<file path="src/rtl/vtg_pkg.sv">
package vtg_pkg;

	// item codes
	localparam logic [1:0] CMD_SAMPLE = 2'd0;
	localparam logic [1:0] CMD_OPEN   = 2'd1;
	localparam logic [1:0] CMD_CLOSE  = 2'd2;
	localparam logic [1:0] CMD_BAD    = 2'd3;

	localparam logic [2:0] EV_NONE        = 3'd0;
	localparam logic [2:0] EV_OPENED      = 3'd1;
	localparam logic [2:0] EV_CLOSED_CMD  = 3'd2;
	localparam logic [2:0] EV_CLOSED_TRIP = 3'd3;
	localparam logic [2:0] EV_REJECTED    = 3'd4;

	// degrees = floor(raw * 355 / 1040) = floor(raw * 71 / 208),
	// exact for raw < 1024 as (raw * 89482) >> 18
	localparam logic [16:0] SCALE_MUL   = 17'd89482;
	localparam int          SCALE_SHIFT = 18;

	localparam logic [8:0] THRESH_RESET = 9'd10;

	// window length is at most 32: remainders fit in 5 bits, counts in 6
	localparam int REM_W = 5;
	localparam int CNT_W = 6;
	localparam int QUEUE_DEPTH = 4;

	typedef struct packed {
		logic [1:0] cmd;
		logic [9:0] sample;
	} in_item_t;

	typedef struct packed {
		logic       valve_open;
		logic [2:0] event_res;
		logic [8:0] sample_temp;
		logic       average_valid;
		logic [8:0] average_temp;
		logic       average_is_baseline;
	} out_item_t;

	// classified item handed from front to back; temp = tq * WINDOW + tr
	typedef struct packed {
		logic [1:0]       cmd;
		logic [8:0]       temp;
		logic [8:0]       tq;
		logic [REM_W-1:0] tr;
	} work_item_t;

endpackage

</file>
<file path="src/rtl/valve_temperature_guard.sv">
// channel   direction  payload      handshake
// in        input      in_item_t    in_valid / in_ready
// out       output     out_item_t   out_valid / out_ready
// cfg       input      cfg_data     cfg_we, no wait
//
// One item per cycle sustained while the output is not stalled; each result passes
// through two front stages, the queue and the output register.
// Front scales the sample and splits it by the window length; back updates
// valve and window state once per beat from the queue head.
// Reset clears valid flags, queue pointers and valve state; threshold returns to 10 degrees.
// A stalled output fills the queue, then the front stages, then drops in_ready.
module valve_temperature_guard
	import vtg_pkg::*;
#(
	parameter int WINDOW = 20
) (
	input  logic       clk,
	input  logic       arst_n,
	input  logic       in_valid,
	output logic       in_ready,
	input  in_item_t   in_item,
	output logic       out_valid,
	input  logic       out_ready,
	output out_item_t  out_item,
	input  logic       cfg_we,
	input  logic [8:0] cfg_data
);

	logic       push_valid, push_ready;
	work_item_t push_item;
	logic       head_valid, pop;
	work_item_t head_item;

	vtg_front #(
		.WINDOW(WINDOW)
	) u_front (
		.clk       (clk),
		.arst_n    (arst_n),
		.in_valid  (in_valid),
		.in_ready  (in_ready),
		.in_item   (in_item),
		.push_valid(push_valid),
		.push_ready(push_ready),
		.push_item (push_item)
	);

	vtg_queue u_queue (
		.clk       (clk),
		.arst_n    (arst_n),
		.push_valid(push_valid),
		.push_ready(push_ready),
		.push_item (push_item),
		.head_valid(head_valid),
		.pop       (pop),
		.head_item (head_item)
	);

	vtg_back #(
		.WINDOW(WINDOW)
	) u_back (
		.clk       (clk),
		.arst_n    (arst_n),
		.cfg_we    (cfg_we),
		.cfg_data  (cfg_data),
		.head_valid(head_valid),
		.pop       (pop),
		.head_item (head_item),
		.out_valid (out_valid),
		.out_ready (out_ready),
		.out_item  (out_item)
	);

endmodule

</file>
<file path="src/rtl/vtg_front.sv">
module vtg_front
	import vtg_pkg::*;
#(
	parameter int WINDOW = 20
) (
	input  logic       clk,
	input  logic       arst_n,
	input  logic       in_valid,
	output logic       in_ready,
	input  in_item_t   in_item,
	output logic       push_valid,
	input  logic       push_ready,
	output work_item_t push_item
);

	localparam logic [16:0] RECIP_T = 17'((2**16 + WINDOW - 1) / WINDOW);
	localparam logic [5:0]  WIN     = 6'(WINDOW);

	logic       v_s1, v_s2;
	logic [1:0] cmd_s1, cmd_s2;
	logic [8:0] temp_s1, temp_s2;
	logic [8:0] tq_s2;

	logic        stall;
	logic [26:0] scale_prod;
	logic [25:0] recip_prod;
	logic [14:0] tq_mul;

	assign stall    = v_s2 && !push_ready;
	assign in_ready = !stall || !v_s1;

	assign scale_prod = in_item.sample * SCALE_MUL;
	assign recip_prod = temp_s1 * RECIP_T;

	always_ff @(posedge clk or negedge arst_n) begin
		if (!arst_n) begin
			v_s1 <= 1'b0;
			v_s2 <= 1'b0;
		end else begin
			if (in_ready)
				v_s1 <= in_valid;
			if (!stall)
				v_s2 <= v_s1;
		end
	end

	always_ff @(posedge clk) begin
		if (in_ready) begin
			cmd_s1  <= in_item.cmd;
			temp_s1 <= scale_prod[SCALE_SHIFT +: 9];
		end
		if (!stall) begin
			cmd_s2  <= cmd_s1;
			temp_s2 <= temp_s1;
			tq_s2   <= recip_prod[24:16];
		end
	end

	// remainder of the sample against the window length
	assign tq_mul = tq_s2 * WIN;

	always_comb begin
		push_item.cmd  = cmd_s2;
		push_item.temp = temp_s2;
		push_item.tq   = tq_s2;
		push_item.tr   = REM_W'(temp_s2 - tq_mul[8:0]);
	end

	assign push_valid = v_s2;

endmodule

</file>
<file path="src/rtl/vtg_queue.sv">
module vtg_queue
	import vtg_pkg::*;
(
	input  logic       clk,
	input  logic       arst_n,
	input  logic       push_valid,
	output logic       push_ready,
	input  work_item_t push_item,
	output logic       head_valid,
	input  logic       pop,
	output work_item_t head_item
);

	localparam int PTR_W = $clog2(QUEUE_DEPTH);

	work_item_t         mem_q [QUEUE_DEPTH];
	logic [PTR_W-1:0]   wr_ptr_q, rd_ptr_q;
	logic [PTR_W:0]     count_q;
	logic               push, pop_ok;

	assign push_ready = count_q != (PTR_W+1)'(QUEUE_DEPTH);
	assign head_valid = count_q != '0;
	assign push       = push_valid && push_ready;
	assign pop_ok     = pop && head_valid;
	assign head_item  = mem_q[rd_ptr_q];

	always_ff @(posedge clk or negedge arst_n) begin
		if (!arst_n) begin
			wr_ptr_q <= '0;
			rd_ptr_q <= '0;
			count_q  <= '0;
		end else begin
			if (push)
				wr_ptr_q <= wr_ptr_q + 1'b1;
			if (pop_ok)
				rd_ptr_q <= rd_ptr_q + 1'b1;
			if (push && !pop_ok)
				count_q <= count_q + 1'b1;
			else if (!push && pop_ok)
				count_q <= count_q - 1'b1;
		end
	end

	always_ff @(posedge clk) begin
		if (push)
			mem_q[wr_ptr_q] <= push_item;
	end

endmodule

</file>
<file path="src/rtl/vtg_back.sv">
module vtg_back
	import vtg_pkg::*;
#(
	parameter int WINDOW = 20
) (
	input  logic       clk,
	input  logic       arst_n,
	input  logic       cfg_we,
	input  logic [8:0] cfg_data,
	input  logic       head_valid,
	output logic       pop,
	input  work_item_t head_item,
	output logic       out_valid,
	input  logic       out_ready,
	output out_item_t  out_item
);

	localparam logic [CNT_W-1:0] WIN = CNT_W'(WINDOW);

	logic [8:0]       thresh_q;
	logic             open_q, base_taken_q;
	logic [8:0]       base_temp_q;
	logic [8:0]       win_quo_q;   // window sum kept as quotient and remainder
	logic [REM_W-1:0] win_rem_q;
	logic [CNT_W-1:0] win_cnt_q;
	logic             out_valid_q;
	out_item_t        out_item_q;

	logic             open_d, base_taken_d;
	logic [8:0]       base_temp_d, win_quo_d;
	logic [REM_W-1:0] win_rem_d;
	logic [CNT_W-1:0] win_cnt_d;
	out_item_t        res;

	logic [REM_W:0]   rem_sum;
	logic             carry;
	logic [9:0]       quo_sum;
	logic [CNT_W-1:0] cnt_inc;
	logic [8:0]       avg, diff;

	assign pop = head_valid && (!out_valid_q || out_ready);

	assign rem_sum = {1'b0, win_rem_q} + {1'b0, head_item.tr};
	assign carry   = rem_sum >= (REM_W+1)'(WINDOW);
	assign quo_sum = {1'b0, win_quo_q} + {1'b0, head_item.tq} + {9'd0, carry};
	assign cnt_inc = win_cnt_q + 1'b1;
	assign avg     = quo_sum[8:0];
	assign diff    = (avg >= base_temp_q) ? avg - base_temp_q : base_temp_q - avg;

	always_comb begin
		open_d       = open_q;
		base_taken_d = base_taken_q;
		base_temp_d  = base_temp_q;
		win_quo_d    = win_quo_q;
		win_rem_d    = win_rem_q;
		win_cnt_d    = win_cnt_q;
		res          = '0;
		res.event_res = EV_NONE;
		unique case (head_item.cmd)
			CMD_SAMPLE: begin
				res.sample_temp = head_item.temp;
				if (open_q) begin
					win_quo_d = avg;
					win_rem_d = carry ? REM_W'(rem_sum - (REM_W+1)'(WINDOW))
					                  : rem_sum[REM_W-1:0];
					win_cnt_d = cnt_inc;
					if (cnt_inc >= WIN) begin
						res.average_valid = 1'b1;
						res.average_temp  = avg;
						win_quo_d = '0;
						win_rem_d = '0;
						win_cnt_d = '0;
						if (!base_taken_q) begin
							base_taken_d = 1'b1;
							base_temp_d  = avg;
							res.average_is_baseline = 1'b1;
						end else if (diff > thresh_q) begin
							open_d        = 1'b0;
							base_taken_d  = 1'b0;
							res.event_res = EV_CLOSED_TRIP;
						end
					end
				end
			end
			CMD_OPEN: begin
				if (!open_q) begin
					open_d        = 1'b1;
					base_taken_d  = 1'b0;
					win_quo_d     = '0;
					win_rem_d     = '0;
					win_cnt_d     = '0;
					res.event_res = EV_OPENED;
				end else begin
					res.event_res = EV_REJECTED;
				end
			end
			CMD_CLOSE: begin
				if (open_q) begin
					open_d        = 1'b0;
					base_taken_d  = 1'b0;
					win_quo_d     = '0;
					win_rem_d     = '0;
					win_cnt_d     = '0;
					res.event_res = EV_CLOSED_CMD;
				end else begin
					res.event_res = EV_REJECTED;
				end
			end
			CMD_BAD: begin
				res.event_res = EV_REJECTED;
			end
		endcase
		res.valve_open = open_d;
	end

	always_ff @(posedge clk or negedge arst_n) begin
		if (!arst_n) begin
			thresh_q     <= THRESH_RESET;
			open_q       <= 1'b0;
			base_taken_q <= 1'b0;
			base_temp_q  <= '0;
			win_quo_q    <= '0;
			win_rem_q    <= '0;
			win_cnt_q    <= '0;
			out_valid_q  <= 1'b0;
		end else begin
			if (cfg_we)
				thresh_q <= cfg_data;
			if (pop) begin
				open_q       <= open_d;
				base_taken_q <= base_taken_d;
				base_temp_q  <= base_temp_d;
				win_quo_q    <= win_quo_d;
				win_rem_q    <= win_rem_d;
				win_cnt_q    <= win_cnt_d;
				out_valid_q  <= 1'b1;
			end else if (out_ready) begin
				out_valid_q <= 1'b0;
			end
		end
	end

	always_ff @(posedge clk) begin
		if (pop)
			out_item_q <= res;
	end

	assign out_valid = out_valid_q;
	assign out_item  = out_item_q;

endmodule
</file>
<file path="config.mk">
export PLATFORM = sky130hd
export DESIGN_NAME = valve_temperature_guard
export DESIGN_NICKNAME = d
export VERILOG_FILES = /design/src/rtl/vtg_pkg.sv /design/src/rtl/valve_temperature_guard.sv /design/src/rtl/vtg_front.sv /design/src/rtl/vtg_queue.sv /design/src/rtl/vtg_back.sv
export SDC_FILE = /design/constraint.sdc
export NUM_CORES = 1
export LEC_CHECK = 0
export BUFFER_PORTS_ARGS = -buffer_cell sky130_fd_sc_hd__clkbuf_2
export CORE_MARGIN = 2
export CORE_UTILIZATION = 28
export CTS_CLUSTER_SIZE = 24
export DETAILED_ROUTE_END_ITERATION = 10
export PLACE_DENSITY_LB_ADDON = 0.3
export SKIP_CTS_REPAIR_TIMING = 1
export SYNTH_ARGS = -nofsm -noshare
export SYNTH_HDL_FRONTEND = slang
export SYNTH_SLANG_ARGS = --single-unit
</file>
<file path="constraint.sdc">
create_clock -name clk -period 8.5 [get_ports clk]
set_input_delay 0.425 -clock clk [delete_from_list [all_inputs] [get_ports clk]]
set_output_delay 0.425 -clock clk [all_outputs]
set_load 0.01 [all_outputs]
</file>
==> results by group, run 1 <==
Outcome
  – Outcome: finished, final reports clean

Routing
  – Avg WL per Cell: 13.93 µm
  – DR pass1 iterations: 5
  – DR DRC count: 0
  – Drt initial violations: 353
  – Antenna-violating nets left: 0
  – Vias: between 6000 and 7000
  – Vias/cell: around 4.4
  – DRT Wirelength: 22.09 mm

Critical path
  – CP dominant cell by count: a21oi_1
  – Critical Path RT: 8.69 ns
  – Crit path max-delay cell type: mux4_2
  – Slowest Stage Delay on Critical Path: between 0.5 and 0.6 ns
  – RR Endpoint: u_back.out_item[23]
  – Worst reg2reg startpoint: u_queue.rd_ptr_q[0]
  – R2R depth: 38
  – Critical Path AT: 8.14 ns
  – CP startpoint kind: flop
  – Setup CP Type: flop to flop
  – Crit Path Max Fanout: 7
  – Critical path endpoint category: flop
  – R2r setup slk: 0.55 ns

STA
  – Final min period: 7.952 ns
  – Final Hold Viols: 0
  – Final setup violation count: 0
  – Slew headroom: 0.2810
  – Worst-margin pin slew: 1.077 ns
  – Post-route clock period utilization: 0.9356
  – Fin Clk Skew: ~0.0094 ns
  – Slew Viols, Final: 0
  – Fmax: 125.7 MHz

Yosys
  – Synthesized area: 11820 µm²
  – #FFs+latches synth: 177
  – Register area share after synthesis: 0.4286
  – Post-Synthesis Cells: about 970
  – Number of synthesized flops with an enable pin: between 100 and 150
  – Ys async rst share: 0.2825
  – Dominant synthesized flop cell: edfxtp_1
  – YS warnings: 0
  – Avg Inst Size Synth: 12.21 µm²
  – Syn Nets: roughly 1200
  – Unique masters post-synth: 56

Clock network
  – CTS max path bufs: 2
  – CTS root buffer: clkbuf_16
  – H-tree depth: 4
  – Later-pin clock latency in the skew report: 0.43 ns
  – CTS tree: done
  – Clock transition at path regs: 0.07 ns
  – Sink Count: 177
  – CTS Buf Count: 17

Global route
  – Initial antenna violation count: 0
  – GRT met1 Usage: 0.1432
  – GRT Residual Overflow: 0
  – GRT Total Usage: 0.1073
  – Largest net degree at the start of global routing: 51
  – Gr busiest metal: met2
  – GR Util met2: 0.1791
  – Global-route wire length before repair: approximately 37 mm
  – GR Layer Usage met3: 0.01990
  – Vias in the first global route: a little over 7000

Flow run
  – Max Cap Viol: 0

Final layout
  – Area growth syn-to-layout: 12.95%
  – Share of cells above drive strength 1: 0.1270
  – Design area: 13360 µm²
  – Post-layout nets: around 1300
  – Antenna diodes: 0

Die
  – Die Y: 209.5 µm
  – Die X: 209.5 µm
  – Die footprint: 43890 µm²
  – Starting Density: 0.2825
  – Number of cell rows: 75
  – Core Area: ~42000 µm²
  – I/O pin cnt: 52

Placement
  – # port buffers: 51
  – Placed Area: 12740 µm²
  – Final GP Congestion: around 0.8
  – Post-DP HPWL: 17.21 mm

Worst hold path
  – Worst min path class: primary input to async pin
logic make-up after synthesis:
kind of cell,synth area share
DFF,0.4286
AOI/OAI and AO/OA,0.07291
buffers and inverters,0.05746
adders and majority gates,0.2946
and+or+nand+nor,0.07037
muxes,0.04794
xor gates and xnor gates,0.02815
stage by stage:
| step | hold WS [ns] | setup WS (ns) | TNS [ns] | std cells | util |
|---|---|---|---|---|---|
| global placement | 0.4119 | 0.5115 | 0 | 1550 | 0.3044 |
| finish | 0.1103 | 0.5477 | 0 | 1586 | 0.3191 |
| CTS | 0.1503 | 0.2431 | 0 | 1582 | 0.3180 |
| detailed placement | 0.4217 | 0.2746 | 0 | 1550 | 0.3044 |
| global route | 0.1461 | -0.02660 | -0.03260 | 1586 | 0.3191 |
| floorplan | 0.1294 | 0.7651 | 0 | 968 | - |
metal layers:
layer | wire (µm) | share of wire | up-vias
met5 | 0 | 0 | -
met4 | 247 | 0.011 | 0
met3 | 508 | 0.023 | 15
met2 | 10760 | 0.49 | 63
met1 | 10570 | 0.48 | 3358
li1 | - | - | 3469
worst max-delay path: cells and delay by family (launching register included):
family                     cells  cell delay [ns]
AOI/OAI and AO/OA             14             2.21
xor gates and xnor gates       3             0.61
adders and majority gates      6             2.02
buffers and inverters          4             0.53
DFF                            1             0.43
muxes                          2             0.91
and+or+nand+nor                9             0.98
worst max path at each step:
stage / from / endpoint / slack (ns) / cells after the start
floorplan: u_queue.rd_ptr_q[0] / u_back.out_item[21] / 0.77 / 37
global placement: u_queue.rd_ptr_q[0] / u_back.out_item[23] / 0.51 / 38
detailed placement: u_queue.rd_ptr_q[0] / u_back.out_item[23] / 0.27 / 38
CTS: u_queue.rd_ptr_q[0] / u_back.out_item[23] / 0.24 / 38
global route: u_queue.rd_ptr_q[0] / u_back.out_item[23] / -0.03 / 38
finish: u_queue.rd_ptr_q[0] / u_back.out_item[23] / 0.55 / 38
layout make-up:
class                      count  area [µm²]
fill                        4172       28500
multi-input combinational    614        6092
sequential                   177        5069
tap                          539       674.4
inverter                     161       604.3
clock buffer                  17       425.4
timing repair buffer          63       345.3
clock inverter                15       145.1
registers in the layout, indices dropped and copies added (netlist names), 6 cells and up:
name	cells
u_back.base_temp_q	9
u_back.out_item	24
u_back.thresh_q	9
u_back.win_cnt_q	6
u_back.win_quo_q	9
u_front.temp_s1	9
u_front.temp_s2	9
u_queue.mem_q	76
cells in the mapped netlist, types with 3 or more instances:
cell type  instances  area (µm²)
xnor2_1           19       166.4
and2_1            19       118.9
or2_2              3       18.77
mux2i_1            6       60.06
mux2_2             7       78.83
nor2b_1            9       56.30
inv_1            161       604.3
nor2_1            37       138.9
buf_2              3       15.01
nand3b_1           3       22.52
nand3_1           13       65.06
a22o_1             6       52.55
fa_1              74        1481
o21a_1             7       52.55
clkbuf_1          10       37.54
o21ai_0           48       240.2
nand2_1           54       202.7
xor2_1            19       166.4
or3_1              3       18.77
o211ai_1           3       22.52
a21o_1            14       105.1
a21oi_1           36       180.2
nand4_1            9       56.30
ha_1             160        2002
edfxtp_1         127        3814
nor3_1             8       40.04
dfrtp_1           48        1201
mux4_2            19       427.9
o31ai_1            3       22.52
nand2b_1           8       50.05
layout by cell type (no fill, tap or decap), types with 7 or more instances in the layout:
| cell type | instances |
|---|---|
| ha_1 | 159 |
| buf_4 | 12 |
| mux2_2 | 7 |
| a21oi_1 | 36 |
| nor3_1 | 8 |
| nand2b_1 | 8 |
| a21o_1 | 14 |
| o21ai_0 | 48 |
| nor2b_1 | 9 |
| nand2_1 | 54 |
| dfrtp_1 | 47 |
| nor2_1 | 37 |
| o21a_1 | 7 |
| mux4_2 | 19 |
| inv_1 | 161 |
| clkbuf_2 | 51 |
| and2_1 | 19 |
| xor2_1 | 18 |
| nand3_1 | 13 |
| xnor2_1 | 19 |
| nand4_1 | 9 |
| clkbuf_16 | 17 |
| fa_1 | 74 |
| edfxtp_1 | 127 |
Power of run 1 is not shown: default switching activity piles up to over one toggle a cycle in this logic, so the estimate is an artifact.
==> inputs of run 2 (changes only) <==
--- a/config.mk
+++ b/config.mk
@@ -5,7 +5,8 @@
 export SDC_FILE = /design/constraint.sdc
 export NUM_CORES = 1
 export LEC_CHECK = 0
-export BUFFER_PORTS_ARGS = -buffer_cell sky130_fd_sc_hd__clkbuf_2
+export ABC_AREA = 1
+export BUFFER_PORTS_ARGS = -buffer_cell sky130_fd_sc_hd__buf_2
 export CORE_MARGIN = 2
 export CORE_UTILIZATION = 28
 export CTS_CLUSTER_SIZE = 24
==> constraint.sdc (replaced) <==
create_clock -name clk -period 8.5 [get_ports clk]
set_input_delay 1.7 -clock clk [delete_from_list [all_inputs] [get_ports clk]]
set_output_delay 1.7 -clock clk [all_outputs]
set_load 0.01 [all_outputs]
==> run 2 against run 1 <==
Effect of this change:
- first-iteration DRC count increased by 50%
- worst hold slack better by 0.32 ns
- register-to-register slack better by 0.76 ns
- maximum frequency rose by 11%
- setup slack gained 0.76 ns
- critical path type unchanged
- critical endpoint unchanged
- highest routed layer unchanged
==> results by group, run 2 <==
Global route
  – Largest net degree at the start of global routing: 51
  – GR Layer Usage met3: 0.01767
  – GRT Total Usage: 0.1214
  – Initial antenna violation count: 0
  – GR Util met2: 0.2080
  – GRT Residual Overflow: 0
  – Global-route wire length before repair: 46.40 mm
  – Gr busiest metal: met2
  – GRT met1 Usage: 0.1600
  – Vias in the first global route: 9054

Critical path
  – Crit Path Max Fanout: 24
  – Critical Path AT: 7.39 ns
  – CP startpoint kind: flop
  – Setup CP Type: flop to flop
  – Critical Path RT: 8.70 ns
  – R2r setup slk: 1.31 ns
  – CP dominant cell by count: nand2_1
  – Crit path max-delay cell type: inv_1
  – Critical path endpoint category: flop
  – Slowest Stage Delay on Critical Path: 0.50 ns

Clock network
  – CTS max path bufs: 2
  – CTS root buffer: clkbuf_16
  – H-tree depth: 4
  – CTS tree: done
  – Later-pin clock latency in the skew report: ~0.44 ns
  – Sink Count: between 150 and 200
  – CTS Buf Count: 17
  – Clock transition at path regs: 0.08 ns

STA
  – RSZ-0062 raised after global routing: false
  – Final setup violation count: 0
  – Slew Viols, Final: 0
  – Worst-margin pin slew: slightly above 0.9 ns
  – Fin Clk Skew: 0.01113 ns
  – Slew headroom: 0.3845
  – Final Hold Viols: 0
  – Post-route clock period utilization: 0.8463
  – TNS Setup: 0 ns
  – Final min period: 7.194 ns
  – Fmax: 139.0 MHz

Yosys
  – Number of synthesized flops with an enable pin: 127
  – Synthesized area: 13030 µm²
  – Post-Synthesis Cells: 1395
  – Avg Inst Size Synth: 9.340 µm²
  – Top cell type by total area after synthesis: edfxtp_1
  – Share of the synthesized area in the top cell type: 0.2927
  – Register area share after synthesis: 0.3889
  – Ys async rst share: 0.2825
  – Syn Nets: approximately 1700
  – #FFs+latches synth: 177
  – YS warnings: 0
  – Dominant synthesized flop cell: edfxtp_1
  – Most frequent cells after synthesis: nand2_1, inv_1, ha_1
  – Unique masters post-synth: 44
  – Synth top area cells: edfxtp_1, ha_1, fa_1
  – Most common cell in the netlist: nand2_1

Placement
  – Post-DP HPWL: 22.00 mm
  – # port buffers: 51
  – Final GP Congestion: 0.8945

Final layout
  – Share of cells above drive strength 1: 0.08453
  – Max FFs per register: 76
  – Post-layout nets: ~1700
  – Most flops, register: u_queue.mem_q
  – Fillers: 4814
  – Antenna diodes: 0
  – Most common cell after layout, fill and taps aside: nand2_1
  – Area growth syn-to-layout: 12.20%
  – Most frequent cells in the layout: nand2_1, inv_1, ha_1, nor2_1, edfxtp_1

Routing
  – DR DRC count: 0
  – DR pass1 iterations: 5
  – Vias/cell: 4.437
  – Antenna-violating nets left: 0
  – Avg WL per Cell: 13.61 µm
  – DRT Wirelength: 28.22 mm
  – Vias: between 9000 and 10000
  – Drt initial violations: 531

Die
  – I/O pin cnt: between 50 and 60
  – Die Y: 219.7 µm
  – Die footprint: just under 50000 µm²
  – Number of cell rows: 79
  – Starting Density: 0.2817
  – Die X: about 220 µm
  – Core Area: 46260 µm²

Outcome
  – Outcome: finished, final reports clean

Flow run
  – Max Cap Viol: 0

Worst hold path
  – Worst min path class: flop to flop
==> run 2: worst max-delay path: cells and delay by family (launching register included) <==
family | cells | cell delay [ns]
flip-flops | 1 | 0.38
adder cells (fa/ha/maj) | 6 | 1.94
buffers and inverters | 6 | 1.11
XOR/XNOR | 2 | 0.57
AND/OR/NAND/NOR | 19 | 1.95
AO/OA/AOI/OAI | 6 | 1.01
==> run 2: area by class of cell <==
cell class | instances | area (µm²) | area share
tap | 607 | 759.5 | 0.05195
clock buffer | 17 | 425.4 | 0.02910
sequential | 177 | 5067 | 0.3466
multi-input combinational | 942 | 6905 | 0.4723
inverter | 254 | 955.9 | 0.06538
timing repair buffer | 62 | 337.8 | 0.02311
clock inverter | 15 | 168.9 | 0.01155
==> run 2: kinds of logic (layout without fill, tap and decap cells) <==
family	after synthesis	count (layout)	synth area share
AO/OA/AOI/OAI	186	186	0.08297
flip-flops	177	177	0.3889
XOR/XNOR	32	32	0.02151
AND/OR/NAND/NOR	488	488	0.1564
multiplexers	2	2	0.001728
buffers and inverters	276	348	0.08114
adder cells (fa/ha/maj)	234	234	0.2673
==> run 2: path summary, 6_finish.rpt <==
path                                     start                    end  depth (start not counted)
max                        u_queue.rd_ptr_q[0]    u_back.out_item[23]                         39
min                          u_front.cmd_s1[0]      u_front.cmd_s2[0]                          0
max reg2reg                u_queue.rd_ptr_q[0]    u_back.out_item[23]                         39
min reg2reg                  u_front.cmd_s1[0]      u_front.cmd_s2[0]                          0
max in group asynchronous               arst_n  u_back.base_temp_q[0]                          2
min in group asynchronous               arst_n     u_back.thresh_q[8]                          2
==> run 2: routing by layer <==
metal  up-vias  routed length [µm]
met5         -                   0
met4         0                 312
met3        19                 868
met2       150               13640
met1      4378               13400
li1       4656                   -
==> run 2: through the flow <==
step           setup WS [ns]  instance area (µm²)  utilization  hold WS [ns]  instances
2_1_floorplan          2.312                13030            -        0.4003       1395
3_3_place_gp           1.540                14030       0.3032        0.4155       2042
3_5_place_dp           1.344                14030       0.3032        0.4089       2042
4_1_cts                1.302                14620       0.3161        0.4306       2074
5_1_grt               0.6085                14620       0.3161        0.4396       2074
6_report               1.306                14620       0.3161        0.4295       2074
Power of run 2 is left out for the same reason.
